## config.mk

```make
export PLATFORM = sky130hd
export DESIGN_NAME = ambient_light_autorange_lux_core
export DESIGN_NICKNAME = d
export VERILOG_FILES = /design/src/rtl/core/alar_pkg.sv /design/src/rtl/core/ambient_light_autorange_lux_core.sv
export SDC_FILE = /design/constraint.sdc
export NUM_CORES = 1
export LEC_CHECK = 0
export BUFFER_PORTS_ARGS = -buffer_cell sky130_fd_sc_hd__buf_4
export CORE_MARGIN = 2
export CORE_UTILIZATION = 47
export CTS_CLUSTER_DIAMETER = 60
export CTS_CLUSTER_SIZE = 40
export DETAILED_ROUTE_END_ITERATION = 16
export HOLD_SLACK_MARGIN = 0.06
export SLEW_MARGIN = 15
export SYNTH_ARGS = -nofsm -noshare
export SYNTH_HDL_FRONTEND = slang
export SYNTH_SLANG_ARGS = --single-unit
```

## constraint.sdc

```tcl
create_clock -name clk -period 16.1 [get_ports clk]
set_clock_uncertainty 0.2 [all_clocks]
set_input_delay 0 -clock clk [delete_from_list [all_inputs] [get_ports clk]]
set_output_delay 0 -clock clk [all_outputs]
set_load 0.05 [all_outputs]
```

## src/rtl/core/alar_pkg.sv

```systemverilog
// Package with the types, constants and lookup functions of the lux core.
`timescale 1ns / 1ps

package alar_pkg;

    localparam int ChW      = 16;
    localparam int LuxW     = 19;
    localparam int RateW    = 2;
    localparam int GainW    = 2;
    localparam int DiffW    = 25;
    localparam int DqW      = 21;
    localparam int LpcW     = 25;
    localparam int TsqW     = 12;
    localparam int GrW      = 14;
    localparam int NumW     = 32;
    localparam int QuotW    = 19;
    localparam int RemInitW = NumW - QuotW;
    localparam int CntW     = 5;
    localparam int P31W     = 21;
    localparam int P33W     = 22;

    localparam logic [LuxW-1:0]   LuxNegFill = LuxW'(30000);
    localparam logic [11:0]       LuxScale   = 12'd2496;
    localparam logic [CntW-1:0]   DivLast    = CntW'(QuotW - 1);
    localparam logic [GainW-1:0]  GainMax    = 2'd3;
    localparam logic [RateW-1:0]  RateReset  = 2'd2;
    localparam logic [RateW-1:0]  RateTop    = 2'd2;
    localparam logic [ChW-1:0]    ThrMax     = 16'hFFFF;

    typedef struct packed {
        logic            sample_valid;
        logic [ChW-1:0]  ch0_count;
        logic [ChW-1:0]  ch1_count;
    } smp_t;

    typedef struct packed {
        logic             lux_valid;
        logic [LuxW-1:0]  lux;
        logic [GainW-1:0] gain_index_out;
        logic             low_gain_out;
        logic             thresholds_valid;
        logic [ChW-1:0]   low_threshold;
        logic [ChW-1:0]   high_threshold;
    } res_t;

    typedef enum logic [2:0] {
        ST_IDLE,
        ST_PREP,
        ST_SCALE,
        ST_DIV,
        ST_DONE
    } st_t;

    function automatic logic [RateW-1:0] rate_code(input logic [RateW-1:0] r);
        return (r > RateTop) ? RateTop : r;
    endfunction

    function automatic logic [TsqW-1:0] time_quarter(input logic [RateW-1:0] r);
        logic [TsqW-1:0] v;
        unique case (r)
            2'd0:    v = 12'd680;
            2'd1:    v = 12'd1292;
            default: v = 12'd2516;
        endcase
        return v;
    endfunction

    function automatic logic [GrW-1:0] gain_red(input logic [GainW-1:0] g,
                                                input logic reduced);
        logic [GrW-1:0] v;
        unique case (g)
            2'd0:    v = reduced ? 14'd16   : 14'd100;
            2'd1:    v = reduced ? 14'd128  : 14'd800;
            2'd2:    v = reduced ? 14'd256  : 14'd1600;
            default: v = reduced ? 14'd1920 : 14'd12000;
        endcase
        return v;
    endfunction

    function automatic logic [ChW-1:0] lim_lo(input logic [RateW-1:0] r);
        logic [ChW-1:0] v;
        unique case (r)
            2'd0:    v = 16'd1024;
            2'd1:    v = 16'd1945;
            default: v = 16'd3788;
        endcase
        return v;
    endfunction

    function automatic logic [ChW-1:0] lim_hi(input logic [RateW-1:0] r);
        logic [ChW-1:0] v;
        unique case (r)
            2'd0:    v = 16'd9216;
            2'd1:    v = 16'd17511;
            default: v = 16'd34100;
        endcase
        return v;
    endfunction

endpackage

```

## src/rtl/core/ambient_light_autorange_lux_core.sv

```systemverilog
// Lux estimator with automatic gain ranging and a bit-serial divider.
`timescale 1ns / 1ps

// The block takes one request of two channel counts on smp (smp_valid and
// smp_ready) and returns exactly one result on res (res_valid and res_ready).
// The user must write the integration time code on cfg only while the block is idle; the block does not enforce it.
// A request with sample_valid low, or with a negative channel difference,
// skips the divider and goes from the prepare step to the final step.
// Otherwise the lux value comes from a restoring divider that retires one
// quotient bit per cycle, after the prepare and scale steps.
// The block takes one request at a time; smp_ready is high only while the
// sequencer is idle, which is in the cycle after a result is handed over.
// A finished result sits in the output register until it is taken, and the
// next request may be accepted meanwhile; that request waits in its final
// step until the output register is free, so a stalled receiver never loses
// or repeats a result.
// Reset clears the gain index and the low-gain flag, sets the integration
// time code to its longest setting and empties the output register.
module ambient_light_autorange_lux_core
    import alar_pkg::*;
(
    input  logic             clk,
    input  logic             rst_n,
    input  logic             smp_valid,
    output logic             smp_ready,
    input  smp_t             smp,
    output logic             res_valid,
    input  logic             res_ready,
    output res_t             res,
    input  logic             cfg_valid,
    output logic             cfg_ready,
    input  logic [RateW-1:0] cfg_data
);

    st_t              state_reg, state_next;
    logic [RateW-1:0] rate_reg;
    logic [GainW-1:0] gain_reg, gain_next;
    logic             reduced_reg, reduced_next;
    logic             res_valid_reg;
    res_t             res_reg;

    smp_t             smp_reg;
    logic [DqW-1:0]   dq_reg, dq_next;
    logic [LpcW-1:0]  lpc_reg, lpc_next;
    logic [LpcW-1:0]  rem_reg, rem_next;
    logic [QuotW-1:0] low_reg, low_next;
    logic [CntW-1:0]  cnt_reg, cnt_next;
    logic             lux_ok_reg, lux_ok_next;
    logic [LuxW-1:0]  lux_reg, lux_next;
    logic             th_ok_reg, th_ok_next;
    logic [ChW-1:0]   th_lo_reg, th_lo_next;
    logic [ChW-1:0]   th_hi_reg, th_hi_next;

    logic             take_smp;
    logic             load_res;
    logic             neg_d;

    logic [RateW-1:0]       rc;
    logic signed [DiffW-1:0] d1, d2, dmax;
    logic [TsqW+GrW-1:0]    lpc_prod;
    logic [NumW-1:0]        num;
    logic [P31W-1:0]        p31;
    logic [P33W-1:0]        p33;
    logic [LpcW:0]          trial, diff;
    logic                   ge;

    assign rc       = rate_code(rate_reg);
    assign d1       = $signed({9'd0, smp_reg.ch0_count}) * $signed(25'd100)
                    - $signed({9'd0, smp_reg.ch1_count}) * $signed(25'd223);
    assign d2       = $signed({9'd0, smp_reg.ch0_count}) * $signed(25'd70)
                    - $signed({9'd0, smp_reg.ch1_count}) * $signed(25'd142);
    assign dmax     = (d1 > d2) ? d1 : d2;
    assign neg_d    = dmax[DiffW-1];
    assign lpc_prod = time_quarter(rc) * gain_red(gain_reg, reduced_reg);
    assign num      = {11'd0, dq_reg} * {20'd0, LuxScale};
    assign p31      = {5'd0, smp_reg.ch0_count} * 21'd31;
    assign p33      = {6'd0, smp_reg.ch0_count} * 22'd33;
    assign trial    = {rem_reg, low_reg[QuotW-1]};
    assign diff     = trial - {1'b0, lpc_reg};
    assign ge       = (trial >= {1'b0, lpc_reg});

    // Next state.
    always_comb
    begin
        state_next = state_reg;
        unique case (state_reg)
            ST_IDLE:
            begin
                if (smp_valid)
                begin
                    state_next = ST_PREP;
                end
            end
            ST_PREP:
            begin
                if (smp_reg.sample_valid && !neg_d)
                begin
                    state_next = ST_SCALE;
                end
                else
                begin
                    state_next = ST_DONE;
                end
            end
            ST_SCALE:
            begin
                state_next = ST_DIV;
            end
            ST_DIV:
            begin
                if (cnt_reg == DivLast)
                begin
                    state_next = ST_DONE;
                end
            end
            ST_DONE:
            begin
                if (!res_valid_reg || res_ready)
                begin
                    state_next = ST_IDLE;
                end
            end
            default:
            begin
                state_next = ST_IDLE;
            end
        endcase
    end

    // Sequencer outputs.
    always_comb
    begin
        smp_ready = (state_reg == ST_IDLE);
        take_smp  = (state_reg == ST_IDLE) && smp_valid;
        load_res  = (state_reg == ST_DONE) && (!res_valid_reg || res_ready);
    end

    // Datapath next values.
    always_comb
    begin
        gain_next    = gain_reg;
        reduced_next = reduced_reg;
        dq_next      = dq_reg;
        lpc_next     = lpc_reg;
        rem_next     = rem_reg;
        low_next     = low_reg;
        cnt_next     = cnt_reg;
        lux_ok_next  = lux_ok_reg;
        lux_next     = lux_reg;
        th_ok_next   = th_ok_reg;
        th_lo_next   = th_lo_reg;
        th_hi_next   = th_hi_reg;
        unique case (state_reg)
            ST_PREP:
            begin
                lux_ok_next = 1'b0;
                lux_next    = '0;
                th_ok_next  = 1'b0;
                th_lo_next  = '0;
                th_hi_next  = '0;
                dq_next     = dmax[DqW+1:2];
                lpc_next    = lpc_prod[LpcW-1:0];
                if (smp_reg.sample_valid)
                begin
                    if (neg_d)
                    begin
                        lux_ok_next = reduced_reg;
                        lux_next    = reduced_reg ? LuxNegFill : '0;
                    end
                    else
                    begin
                        lux_ok_next = 1'b1;
                    end
                    th_ok_next = 1'b0;
                    priority if (smp_reg.ch0_count > lim_hi(rc))
                    begin
                        priority if (gain_reg != '0)
                            gain_next = gain_reg - 2'd1;
                        else if (!reduced_reg)
                            reduced_next = 1'b1;
                        else
                            th_ok_next = 1'b1;
                    end
                    else if (smp_reg.ch0_count < lim_lo(rc))
                    begin
                        priority if (reduced_reg)
                            reduced_next = 1'b0;
                        else if (gain_reg != GainMax)
                            gain_next = gain_reg + 2'd1;
                        else
                            th_ok_next = 1'b1;
                    end
                    else
                    begin
                        th_ok_next = 1'b1;
                    end
                    if (th_ok_next)
                    begin
                        th_lo_next = p31[P31W-1:5];
                        th_hi_next = p33[P33W-1] ? ThrMax : p33[P33W-2:5];
                    end
                end
            end
            ST_SCALE:
            begin
                rem_next = {{(LpcW-RemInitW){1'b0}}, num[NumW-1:QuotW]};
                low_next = num[QuotW-1:0];
                cnt_next = '0;
            end
            ST_DIV:
            begin
                rem_next = ge ? diff[LpcW-1:0] : trial[LpcW-1:0];
                low_next = {low_reg[QuotW-2:0], ge};
                cnt_next = cnt_reg + CntW'(1);
                if (cnt_reg == DivLast)
                begin
                    lux_next = {low_reg[QuotW-2:0], ge};
                end
            end
            default:
            begin
            end
        endcase
    end

    always_ff @(posedge clk or negedge rst_n)
    begin
        if (!rst_n)
        begin
            state_reg     <= ST_IDLE;
            rate_reg      <= RateReset;
            gain_reg      <= '0;
            reduced_reg   <= 1'b0;
            res_valid_reg <= 1'b0;
        end
        else
        begin
            state_reg   <= state_next;
            gain_reg    <= gain_next;
            reduced_reg <= reduced_next;
            if (cfg_valid)
            begin
                rate_reg <= cfg_data;
            end
            if (load_res)
            begin
                res_valid_reg <= 1'b1;
            end
            else if (res_ready)
            begin
                res_valid_reg <= 1'b0;
            end
        end
    end

    always_ff @(posedge clk)
    begin
        if (take_smp)
        begin
            smp_reg <= smp;
        end
        dq_reg     <= dq_next;
        lpc_reg    <= lpc_next;
        rem_reg    <= rem_next;
        low_reg    <= low_next;
        cnt_reg    <= cnt_next;
        lux_ok_reg <= lux_ok_next;
        lux_reg    <= lux_next;
        th_ok_reg  <= th_ok_next;
        th_lo_reg  <= th_lo_next;
        th_hi_reg  <= th_hi_next;
        if (load_res)
        begin
            res_reg.lux_valid        <= lux_ok_reg;
            res_reg.lux              <= lux_reg;
            res_reg.gain_index_out   <= gain_reg;
            res_reg.low_gain_out     <= reduced_reg;
            res_reg.thresholds_valid <= th_ok_reg;
            res_reg.low_threshold    <= th_lo_reg;
            res_reg.high_threshold   <= th_hi_reg;
        end
    end

    assign cfg_ready = 1'b1;
    assign res_valid = res_valid_reg;
    assign res       = res_reg;

    // The partial remainder always stays below the divisor.
    a_rem_below_lpc: assert property (@(posedge clk) disable iff (!rst_n)
        (state_reg == ST_DIV) |-> (rem_reg < lpc_reg))
        else $error("divider remainder reached the divisor");

    a_cnt_bound: assert property (@(posedge clk) disable iff (!rst_n)
        (state_reg == ST_DIV) |-> (cnt_reg <= DivLast))
        else $error("divider step count out of range");

    a_accept_starts: assert property (@(posedge clk) disable iff (!rst_n)
        (smp_valid && smp_ready) |=> (state_reg == ST_PREP))
        else $error("accepted request did not start the sequencer");

    a_lux_zero: assert property (@(posedge clk) disable iff (!rst_n)
        (res_valid && !res.lux_valid) |-> (res.lux == '0))
        else $error("lux not cleared while unreported");

    a_thr_order: assert property (@(posedge clk) disable iff (!rst_n)
        (res_valid && res.thresholds_valid) |-> (res.high_threshold >= res.low_threshold))
        else $error("upper threshold below lower threshold");

    a_thr_zero: assert property (@(posedge clk) disable iff (!rst_n)
        (res_valid && !res.thresholds_valid)
            |-> (res.low_threshold == '0 && res.high_threshold == '0))
        else $error("thresholds not cleared while unreported");

endmodule

```

### Yosys cells after proc, flatten, opt, wreduce, memory -nomap -nowiden

Cells that the tools add are included.
Widths: inputs -> output; s select.

| word-level totals | value |
|---|---|
| bits in registers | 246 |
| input port bits | 40 |
| output and inout port bits | 59 |
| logic and storage cells | 128 |

| cells by class | value |
|---|---|
| add/sub/neg operators | 6 |
| multiply operators | 8 |
| magnitude comparators | 5 |
| equal/unequal tests | 15 |
| mux-type cells | 49 |
| reduce and logical (&&, ||, !) cells | 20 |

Operator list:

| cell | number |
|---|---|
| $mux 16 | 6 |
| $pmux 19 s2 | 2 |
| $mux 25 | 2 |
| $pmux 25 s2 | 1 |
| $sub 23x24->25 | 2 |
| $pmux 12 s2 | 2 |
| $mux 15 | 3 |
| $mul 16x6->22 const B | 2 |
| $mul 16x5->21 const B | 2 |
| $pmux 14 s3 | 1 |
| $pmux 16 s2 | 1 |
| $ge 26x25->1 | 1 |
| $mul 21x6->26 const B | 1 |
| $gt 25x25->1 | 1 |
| $mul 12x14->25 | 1 |
| $sub 25x25->25 | 1 |
| $mul 16x8->24 const B | 1 |
| $mul 16x7->23 const B | 1 |
| $mux 19 | 1 |
| $gt 16x16->1 | 1 |
| $lt 16x16->1 | 1 |
| $pmux 3 s5 | 1 |
| $mux 1 | 14 |
| $mux 14 | 1 |
| other kinds (28) | 53 |

### Longest topological paths before layout

Gate-level depths: netlist (run 1).

| depth | value |
|---|---|
| depth after elaboration | 16 |
| depth in mapped cells | 37 |
| mapped depth without buffers | 36 |

### Least setup slack after synthesis (run 1)

No wires, ideal clock.

| path | value |
|---|---|
| path kind | register -> register |
| start point | register smp_reg[19] (netlist name) |
| end point | register dq_reg[12], data pin |
| library setup time | 0.264 ns |
| data arrival time | 8.723 ns |
| data required time | 15.636 ns |
| setup slack | 6.913 ns |
| cell stages (with the launch flop) | 36 |
| buffers on the path | 2 |
| clock period less this slack | 9.187 ns |
| cell sequence | edfxtp_1 > ha_1 > ha_1 > inv_1 > fa_1 > inv_1 > ha_1 > a21o_1 > a21oi_1 > o21bai_1 > a31o_2 > a211oi_1 > xor2_1 > ha_1 > fa_1 > fa_1 > fa_1 > inv_1 > ha_1 > a21oi_1 > nor2b_1 > o21ai_0 > or4b_2 > o211ai_1 > or4b_2 > o311ai_0 > ha_1 > nand3_1 > nor3_1 > nand3_1 > a41oi_1 > nand2_1 > clkbuf_1 > clkbuf_1 > nand2_1 > o21ai_0 |

| on the way | value |
|---|---|
| longest elaborated chain between the ends | 4 |
| elaborated cells on any way between the ends | 6 |
| those cells by class | add/sub: 2; mul: 2; order compare: 1; mux: 1 |

RTL lines:

| item | RTL line | source |
|---|---|---|
| start: declaration | ambient_light_autorange_lux_core.sv:42 | `smp_t smp_reg;` |
| start signal: assignment | ambient_light_autorange_lux_core.sv:260 | `smp_reg <= smp;` |
| $mul 16x5->21 / $mul 16x6->22 (equally long branches) | ambient_light_autorange_lux_core.sv:68, ambient_light_autorange_lux_core.sv:70 |  |
| $sub 23x24->25, on equally long branches | ambient_light_autorange_lux_core.sv:69, ambient_light_autorange_lux_core.sv:71 |  |
| $gt 25x25->1 | ambient_light_autorange_lux_core.sv:72 | `assign dmax = (d1 > d2) ? d1 : d2;` |
| $mux 25 * | ambient_light_autorange_lux_core.sv:72 |  |
| via dmax[14] | ambient_light_autorange_lux_core.sv:59 | `logic signed [DiffW-1:0] d1, d2, dmax;` |
| end signal: assignment | ambient_light_autorange_lux_core.sv:262 | `dq_reg <= dq_next;` |
| end: declaration | ambient_light_autorange_lux_core.sv:43 | `logic [DqW-1:0] dq_reg, dq_next;` |

Mark *: on every way through the listed nets, which the timed path passes. The rest lies on a longest branch.
A chain may end at the register's enable or synchronous reset.

### Worst setup path in the final report (run 1)

| path | value |
|---|---|
| start point | register smp_reg[19] (netlist name) |
| end point | register lux_reg[10], data pin |

| on the way | value |
|---|---|
| longest elaborated chain between the ends | 7 |
| elaborated cells on any way between the ends | 9 |
| those cells by class | add/sub: 2; mul: 2; order compare: 1; mux: 4 |

RTL lines:

| item | RTL line | source |
|---|---|---|
| $mul 16x5->21 / $mul 16x6->22 (equally long branches) | ambient_light_autorange_lux_core.sv:68, ambient_light_autorange_lux_core.sv:70 |  |
| $sub 23x24->25, on equally long branches | ambient_light_autorange_lux_core.sv:69, ambient_light_autorange_lux_core.sv:71 |  |
| $gt 25x25->1 | ambient_light_autorange_lux_core.sv:72 |  |
| $mux 25 * | ambient_light_autorange_lux_core.sv:72 |  |
| $mux 15 * | ambient_light_autorange_lux_core.sv:165 | `if (neg_d)` |
| $mux 15 * | ambient_light_autorange_lux_core.sv:163 | `if (smp_reg.sample_valid)` |
| $pmux 19 s2 * | ambient_light_autorange_lux_core.sv:153 | `unique case (state_reg)` |
| via lux_next[10] | ambient_light_autorange_lux_core.sv:49 | `logic [LuxW-1:0] lux_reg, lux_next;` |
| end signal: assignment | ambient_light_autorange_lux_core.sv:268 | `lux_reg <= lux_next;` |
| end: declaration | ambient_light_autorange_lux_core.sv:49 |  |

Marks and branches as above.

==> run_results.csv, run 1 <==
group,metric,value,unit
yosys,synthDistinctLibCells,76,
sta,max_slew.worst_pin.slew,1153,ps
worst_setup_path,r2r_cells,34,
sta,maxClockFrequency,0.09704,GHz
global_route,grt-ovfl-total,0,
die,floorplan.initialDensity,47.43,%
die,num_rows,89,
clock_tree,clock_sinks,242,
worst_setup_path,cp_data_required_time,16240,ps
sta,relative_slew_slack,22.29,%
detailed_routing,dr_total_vias,19700,
detailed_routing,detail_route.wirelength.met1,28790,um
clock_tree,clk_transition_reported_paths,100,ps
global_route,grt_max_degree,57,
yosys,yosysTopAreaCell,"edfxtp_1",
global_route,wire_length_of_the_first_global_routing_pass,107600,um
worst_setup_path,critPathLaunchType,"flip-flop",
worst_setup_path,critPathSlowestCell,"edfxtp_1",
global_route,first_global_vias,20650,
finish,layout_commonest_cell,"inv_1",
die,floorplan.io_pins,99,
outcome,run_status,"finished, final reports clean",
clock_tree,tritoncts_clock_tree,"done",
detailed_routing,route.final.wire_length,64240,um
yosys,number_of_enable_type_register_cells_in_the_synthesized_netlist,233,
yosys,async_flop_share,3.719,%
yosys,synth_ff_type,"edfxtp_1",
finish,drive_above_1_share,6.454,%
hold_path,hold_path_class,"in -> reg",
worst_setup_path,crit_type,"reg -> reg",
detailed_routing,initialDrtViolationCount,986,
placement,dpl-instance-area,29570,um^2
worst_setup_path,max_stage_delay,740,ps
worst_setup_path,worst-path-max-fanout,40,
detailed_routing,detailed_routed_wire_length_on_met3,1884,um
worst_setup_path,worstPathBufferInverterCount,4,
yosys,yosys_warnings,0,
finish,largest_register_ffs,56,
yosys,netlist_top_cells_area,"edfxtp_1 (25%), ha_1 (21%), fa_1 (20%)",
die,core_area,58800,um^2
yosys,synth_fp_nets,3495,
clock_tree,clock_path_buffers,3,
clock_tree,cts_max_level,1,
detailed_routing,detailroute.wirelength.met2,31520,um
flow_run,max-cap-violations,0,
clock_tree,cts_inserted_buffers,25,
placement,detailedPlacementHpwl,52770,um
detailed_routing,final_antenna_net_count,0,
detailed_routing,wire_per_inst,17.42,um
sta,setup-tns-final,0,ps
detailed_routing,drc,0,
detailed_routing,drt_pre_antenna_iters,5,
die,die_width,247.6,um
yosys,syn_avg_cell_area,10.28,um^2
finish,synthToLayoutAreaGrowth,12.19,%
worst_setup_path,critPathArrivalTime,10450,ps
placement,place.detailed.instances,3564,
yosys,netlist_instances,2712,
finish,finalInstanceArea,31280,um^2
worst_setup_path,worst_setup_path_end_kind,"flip-flop",
yosys,ys_seq_area_share,25.90,%
sta,slew_viol_final,0,
die,floorplan.die.height,247.6,um
worst_setup_path,rrSetupSlack,5790,ps
worst_setup_path,critical_path_depth,34,
finish,layout.cells.most_common_list,"inv_1 (533), ha_1 (470), fa_1 (273)",
worst_setup_path,cpLargestDelayFamily,"adder cells",
finish,nNetsFinal,3677,
sta,min_period,10310,ps
clock_tree,insertion_delay,590,ps
sta,unrepaired_setup_endpoints_after_global_routing,"no",
die,die-area,61290,um^2
yosys,synth_top_area_share,25.09,%
clock_tree,cts_root_buffer,"clkbuf_16",
detailed_routing,drt-vias-per-instance,5.342,
hold_path,hold_path_depth,4,
global_route,global_route_usage_over_all_layers,22.04,%
placement,gp_routability_congestion,0.8871,
placement,port_buffers,97,
global_route,antenna_found_initial,0,
sta,report.final.setup_viol,0,
yosys,syn-cell-area,27880,um^2
sta,finalHoldViolations,0,
finish,nFillCells,5259,
detailed_routing,uppermost_metal_layer_occupied_by_signal_nets,"met4",
yosys,synth_seq_cells,242,
sta,finalCritPeriodShare,64.01,%
finish,final_cell_count_no_fill,3687,
[per-layer routing]
| layer | track usage, % | vias to the layer above |
|---|---|---|
| met3 | 1.925 | 90 |
| met2 | 38.70 | 329 |
| met5 | 0 | - |
| li1 | - | 9569 |
| met4 | 6.393 | 0 |
| met1 | 29.02 | 9707 |
[final timing paths]
path                                              from                        to
max in group asynchronous                        rst_n   gain_reg[1]$_DFFE_PN0P_
max                              smp_reg[19]$_DFFE_PP_     lux_reg[10]$_DFFE_PP_
min in group asynchronous                        rst_n  state_reg[0]$_DFFE_PN0P_
max reg2reg                      smp_reg[19]$_DFFE_PP_     lux_reg[10]$_DFFE_PP_
min reg2reg                th_hi_reg[13]$_SDFFCE_PN0P_         res[13]$_DFFE_PP_
min                                          res_ready     res_valid$_DFFE_PN0P_
[synth_stat cells (3+ instances only)]
| library cell | count |
|---|---|
| nand2b_1 | 21 |
| a22oi_1 | 3 |
| nand4_1 | 11 |
| a41oi_1 | 4 |
| mux2_2 | 3 |
| nor4_1 | 3 |
| o21bai_1 | 27 |
| nor2b_1 | 15 |
| a311oi_1 | 4 |
| a21o_1 | 75 |
| xnor2_1 | 93 |
| o211ai_1 | 14 |
| ha_1 | 470 |
| and3_1 | 24 |
| a2111oi_0 | 4 |
| dfrtp_1 | 8 |
| xor2_1 | 69 |
| nand3_1 | 39 |
| a31oi_1 | 17 |
| nand2_1 | 95 |
| nor3_1 | 46 |
| o2111ai_1 | 3 |
| nor2_1 | 157 |
| clkbuf_1 | 26 |
| and4_1 | 5 |
| o31ai_1 | 12 |
| a21boi_0 | 8 |
| nand3b_1 | 3 |
| a21oi_1 | 138 |
| fa_1 | 273 |
| mux2i_1 | 14 |
| a31o_2 | 7 |
| inv_1 | 533 |
| or2_2 | 9 |
| and2_1 | 25 |
| a211o_1 | 12 |
| a211oi_1 | 22 |
| a221oi_1 | 3 |
| or3_1 | 19 |
| o21ai_0 | 92 |
| o21a_1 | 25 |
| nor3b_1 | 8 |
| edfxtp_1 | 233 |
[worst register-to-register path, delay by kind of cell, from the launching register on]
kind / cells / cell delay (ps)
compound gates: 11 / 2600
flops: 1 / 740
simple gates: 8 / 2040
xor+xnor: 1 / 190
buf+inv: 4 / 410
fa+ha+maj: 10 / 3920
[cell families after synthesis]
kind of cell / Yosys count / synth area share [%]
buffers and inverters: 564 / 7.624
DFF: 242 / 25.90
xor gates and xnor gates: 162 / 5.088
muxes: 17 / 0.6237
adders and majority gates: 743 / 40.69
and+or+nand+nor: 487 / 8.454
other: 1 / 0.01345
AOI/OAI and AO/OA: 496 / 11.60
[layout make-up]
cell class,instances,area (um^2),area share [%]
repair buffers,185,1579,5.047
flip-flops and latches,242,7223,23.09
well taps,773,967.2,3.092
inverters,534,2004,6.407
clock inverters,21,325.3,1.040
multi-input cells,1906,18560,59.32
clock buffers,25,625.6,2.000
diodes,1,2.502,0.007999
[per-stage QoR]
stage | setup slack (ps) | hold slack, ps | utilization (%)
floorplan | 6913 | -495.6 | -
global placement | 6069 | -315.8 | 50.29
detailed placement | 5763 | -316.8 | 50.29
CTS | 5769 | 74.92 | 53.20
global route | 5009 | 116.2 | 53.20
finish | 5795 | 117.6 | 53.21
[what timing repair did]
item / in CTS / in global routing
buffers inserted: 0 / 0
hold buffers: 76 / 0
resized for setup: 0 / 0
hold endpoints to repair: 47 / 0
Power of run 1 is left out: the tool's default activity adds up to more than one toggle a clock period on the data nets, which glitch-free logic cannot reach.
==> inputs of run 2 (changes only) <==
==> constraint.sdc (replaced) <==
create_clock -name clk -period 10.4 [get_ports clk]
set_clock_uncertainty 0.2 [all_clocks]
set_input_delay 0 -clock clk [delete_from_list [all_inputs] [get_ports clk]]
set_output_delay 0 -clock clk [all_outputs]
set_load 0.05 [all_outputs]
==> run 2 against run 1 <==
  * Worst hold slack lost 12 ps
  * Non-clock buffer count grew 20
  * Largest cell class unchanged
  * Routed wire length grew 0.38%
  * First-iteration DRC count shrank 15%
  * Critical path depth is the same
  * Global-route usage shrank 0.17 points
==> run_results.csv, run 2 (synthesized netlist as in run 1, its figures left out) <==
group,metric,value,unit
outcome,run_status,"finished, final reports clean",
detailed_routing,wire_per_inst,17.39,um
sta,maxClockFrequency,0.1034,GHz
clock_tree,cts_inserted_buffers,26,
global_route,grt_max_degree,57,
die,die_width,247.6,um
worst_setup_path,worst-path-max-fanout,39,
detailed_routing,drt-vias-per-instance,5.276,
finish,nFillCells,5271,
die,floorplan.initialDensity,47.43,%
clock_tree,cts_root_buffer,"clkbuf_16",
clock_tree,clock_path_buffers,3,
clock_tree,insertion_delay,580,ps
worst_setup_path,crit_type,"reg -> reg",
clock_tree,clock_sinks,242,
global_route,first_global_vias,20400,
placement,post-place-ws,523.2,ps
finish,synthToLayoutAreaGrowth,12.71,%
global_route,global_route_usage_over_all_layers,21.87,%
sta,setup-tns-final,0,ps
finish,layout_commonest_cell,"inv_1",
clock_tree,cts_max_level,1,
detailed_routing,dr_total_vias,19560,
hold_path,worst_hold_startpoint,"res_ready",
finish,drive_above_1_share,7.155,%
placement,port_buffers,97,
sta,final_critical_path_setup_slack,725.9,ps
finish,largest_register_ffs,56,
sta,report.final.setup_viol,0,
worst_setup_path,critPathLaunchType,"flip-flop",
sta,finalHoldViolations,0,
global_route,antenna_found_initial,0,
flow_run,max-cap-violations,0,
finish,nNetsFinal,3698,
die,num_rows,89,
worst_setup_path,critPathArrivalTime,9900,ps
sta,slew_viol_final,0,
sta,finalCritPeriodShare,93.02,%
worst_setup_path,worst_setup_path_end_kind,"flip-flop",
detailed_routing,final_antenna_net_count,0,
detailed_routing,drt_pre_antenna_iters,5,
worst_setup_path,cp_data_required_time,10620,ps
sta,unrepaired_setup_endpoints_after_global_routing,"no",
worst_setup_path,critPathLaunch,"smp_reg[18]$_DFFE_PP_",
die,die-area,61290,um^2
finish,layout.cells.most_common_list,"inv_1 (533), ha_1 (470), fa_1 (273)",
finish,antennaDiodeCount,0,
die,core_area,58800,um^2
sta,max_slew.worst_pin.slew,1108,ps
global_route,wire_length_of_the_first_global_routing_pass,106400,um
detailed_routing,drc,0,
finish,finish.utilization,53.45,%
placement,gp_routability_congestion,0.8964,
sta,min_period,9674,ps
sta,relative_slew_slack,25.47,%
worst_setup_path,worst_path_most_repeated_cell,"ha_1",
die,floorplan.io_pins,99,
hold_path,hold_path_class,"in -> reg",
detailed_routing,route.final.wire_length,64480,um
worst_setup_path,rr_startpoint,"smp_reg[18]$_DFFE_PP_",
die,floorplan.die.height,247.6,um
worst_setup_path,max_stage_delay,620,ps
detailed_routing,initialDrtViolationCount,840,
global_route,grt-ovfl-total,0,
placement,detailedPlacementHpwl,53470,um
clock_tree,clk_transition_reported_paths,80,ps
worst_setup_path,critPathSlowestCell,"or4b_2",
clock_tree,tritoncts_clock_tree,"done",
[run 2: cell count changes in the layout (fill, tap and decap cells not counted), moves of 2 or more]
cell / delta
inv_6: -2
inv_12: -2
inv_16: -6
buf_4: +20
clkinvlp_4: +2
clkbuf_16: +2
inv_8: -2
clkinv_8: +8
[run 2: final timing paths]
check,slack [ps],to,cells past startpoint
worst max-delay path,730,state_reg[2]$_DFFE_PN0P_,34
worst min-delay path,110,res_valid$_DFFE_PN0P_,4
worst max register to register,730,state_reg[2]$_DFFE_PN0P_,34
worst min register to register,220,res[28]$_DFFE_PP_,0
max in group asynchronous,9030,state_reg[2]$_DFFE_PN0P_,3
min in group asynchronous,420,gain_reg[0]$_DFFE_PN0P_,3
[run 2: timing repair]
| action | 4_1_cts | 5_1_grt |
|---|---|---|
| endpoints found under the hold margin | 47 | 0 |
| setup buffers | 0 | 2 |
| hold buffers | 76 | 0 |
| endpoints found under the setup margin | 0 | 11 |
| resized for setup | 0 | 2 |
[run 2: cell type report]
| type | count | area [um^2] | share of cell area [%] |
|---|---|---|---|
| clock inverters | 20 | 260.3 | 0.8281 |
| repair buffers | 205 | 1729 | 5.502 |
| multi-input cells | 1906 | 18570 | 59.07 |
| inverters | 534 | 2004 | 6.378 |
| flip-flops and latches | 242 | 7223 | 22.98 |
| well taps | 773 | 967.2 | 3.077 |
| clock buffers | 28 | 679.4 | 2.162 |
[run 2: critical path, delay by kind of cell, from the launching register on]
kind,cells,cell delay [ps]
flip-flops,1,440
buffers and inverters,4,440
AO/OA/AOI/OAI,12,2560
XOR/XNOR,1,210
adder cells (fa/ha/maj),10,3820
AND/OR/NAND/NOR,7,1850
[run 2: metal layers]
layer	vias to the layer above	track usage (%)	share of wire [%]
li1	9604	-	-
met1	9599	29.07	46
met2	287	38.13	48
met3	74	2.022	2.8
met4	0	6.006	3.0
met5	-	0	0
[run 2: stage by stage]
stage	cells	hold WS (ps)	cell area (um^2)
5_1_grt	3708	113.6	31430
6_report	3708	105.7	31430
3_3_place_gp	3582	-306.3	29700
2_1_floorplan	2712	-495.6	27880
3_5_place_dp	3582	-305.7	29700
4_1_cts	3706	76.89	31410
Power of run 2 is left out for the same reason.
==> inputs of run 3 (changes only) <==
--- a/config.mk
+++ b/config.mk
@@ -6,6 +6,7 @@
 export NUM_CORES = 1
 export LEC_CHECK = 0
 export BUFFER_PORTS_ARGS = -buffer_cell sky130_fd_sc_hd__buf_4
+export CAP_MARGIN = 20
 export CORE_MARGIN = 2
 export CORE_UTILIZATION = 47
 export CTS_CLUSTER_DIAMETER = 60
==> constraint.sdc (replaced) <==
create_clock -name clk -period 10.4 [get_ports clk]
set_clock_uncertainty 0.2 [all_clocks]
set_input_delay 0.52 -clock clk [delete_from_list [all_inputs] [get_ports clk]]
set_output_delay 0.52 -clock clk [all_outputs]
set_load 0.05 [all_outputs]
==> run 3 against run 2 <==
  * Register-to-register slack about the same
  * Non-clock buffer count fell by 38
  * Global-route usage is 0.071 points lower
  * Critical path type unchanged
  * Via count is 0.75% lower
  * Worst setup slack worse by 2.5 ps
  * Largest cell class unchanged
==> run_results.csv, run 3 (synthesized netlist as in run 1, its figures left out) <==
group,metric,value,unit
sta,min_period,9677,ps
worst_setup_path,worst_path_most_repeated_cell,"ha_1",
worst_setup_path,critPathSlowestCell,"or4b_2",
sta,setup-tns-final,0,ps
finish,largest_register_ffs,56,
worst_setup_path,critPathLaunchType,"flip-flop",
die,die-area,61290,um^2
die,num_rows,89,
die,core_area,58800,um^2
finish,nFillCells,5289,
detailed_routing,final_antenna_net_count,0,
die,die_width,247.6,um
clock_tree,clk_transition_reported_paths,80,ps
detailed_routing,wire_per_inst,17.50,um
finish,antennaDiodeCount,0,
worst_setup_path,crit_type,"reg -> reg",
finish,nNetsFinal,3660,
detailed_routing,drt_pre_antenna_iters,5,
placement,detailedPlacementHpwl,53470,um
worst_setup_path,cp_data_required_time,10620,ps
global_route,first_global_vias,20270,
sta,finalCritPeriodShare,93.04,%
sta,relative_slew_slack,23.00,%
global_route,antenna_found_initial,0,
worst_setup_path,max_stage_delay,620,ps
global_route,grt-ovfl-total,0,
detailed_routing,dr_total_vias,19420,
worst_setup_path,worst_setup_path_end_kind,"flip-flop",
sta,slew_viol_final,0,
clock_tree,insertion_delay,580,ps
sta,maxClockFrequency,0.1033,GHz
global_route,wire_length_of_the_first_global_routing_pass,105900,um
global_route,grt_max_degree,57,
sta,unrepaired_setup_endpoints_after_global_routing,"no",
sta,report.final.setup_viol,0,
finish,synthToLayoutAreaGrowth,11.35,%
clock_tree,cts_max_level,1,
die,floorplan.io_pins,99,
detailed_routing,drt-vias-per-instance,5.291,
worst_setup_path,critPathArrivalTime,9900,ps
detailed_routing,initialDrtViolationCount,879,
die,floorplan.initialDensity,47.43,%
hold_path,hold_path_class,"in -> async",
global_route,global_route_usage_over_all_layers,21.80,%
sta,finalHoldViolations,0,
clock_tree,cts_root_buffer,"clkbuf_16",
finish,layout.cells.most_common_list,"inv_1 (533), ha_1 (470), fa_1 (273)",
placement,gp_routability_congestion,0.8964,
die,floorplan.die.height,247.6,um
worst_setup_path,worst-path-max-fanout,39,
sta,max_slew.worst_pin.slew,1145,ps
clock_tree,clock_sinks,242,
clock_tree,tritoncts_clock_tree,"done",
flow_run,max-cap-violations,0,
detailed_routing,drc,0,
outcome,run_status,"finished, final reports clean",
clock_tree,cts_inserted_buffers,26,
placement,port_buffers,97,
clock_tree,clock_path_buffers,3,
detailed_routing,route.final.wire_length,64220,um
finish,layout_commonest_cell,"inv_1",
finish,drive_above_1_share,7.249,%
[run 3: cell types whose count changed in the layout (fill, tap and decap cells not counted)]
cell           previous run  this run
dlygate4sd3_1            76        38
[run 3: worst max-delay path, delay by kind of cell (launching register included)]
family / cells / cell delay, ps
adders and majority gates: 10 / 3820
xor gates and xnor gates: 1 / 210
AOI/OAI and AO/OA: 12 / 2550
and+or+nand+nor: 7 / 1860
buffers and inverters: 4 / 440
DFF: 1 / 440
[run 3: cell type report]
class                           count  area [um^2]  area share (%)
Multi-Input combinational cell   1906        18570           59.79
Sequential cell                   242         7223           23.26
Inverter                          534         2004           6.456
Timing Repair Buffer              167         1349           4.344
Tap cell                          773        967.2           3.115
Clock buffer                       28        679.4           2.188
Clock inverter                     20        260.3          0.8382
[run 3: path summary, 6_finish.rpt]
check | from | slack, ps | depth (start not counted) | end
setup / recovery | smp_reg[18]$_DFFE_PP_ | 720 | 34 | state_reg[2]$_DFFE_PN0P_
hold / removal | rst_n | 150 | 2 | res_valid$_DFFE_PN0P_
setup reg to reg | smp_reg[18]$_DFFE_PP_ | 720 | 34 | state_reg[2]$_DFFE_PN0P_
hold reg to reg | th_lo_reg[12]$_SDFFCE_PN0P_ | 220 | 0 | res[28]$_DFFE_PP_
max in group asynchronous | rst_n | 9580 | 2 | rate_reg[1]$_DFFE_PN1P_
min in group clk | smp_valid | 160 | 4 | state_reg[0]$_DFFE_PN0P_
[run 3: per-layer routing]
layer / part of all wire, % / vias to the layer above / global-route usage, %
met5: 0 / - / 0
met4: 3.6 / 0 / 6.869
met3: 2.8 / 88 / 2.065
met2: 48 / 288 / 37.54
met1: 46 / 9514 / 29.00
li1: - / 9527 / -
[run 3: metrics by stage]
step	cell area, um^2	hold slack [ps]	cells	util [%]	setup WS [ps]
3_3_place_gp	29700	205.3	3582	50.52	697.3
6_report	31050	152.1	3670	52.81	723.4
4_1_cts	31020	123.3	3668	52.77	520.9
5_1_grt	31050	144.0	3670	52.81	2.585
2_1_floorplan	27880	24.41	2712	-	1213
3_5_place_dp	29700	204.5	3582	50.52	523.2
[run 3: repair_timing]
item,4_1_cts,5_1_grt
hold buffers,38,0
resized for setup,0,2
hold endpoints to repair,45,0
setup buffers,0,2
endpoints found under the setup margin,0,11
Power of run 3 is left out for the same reason.
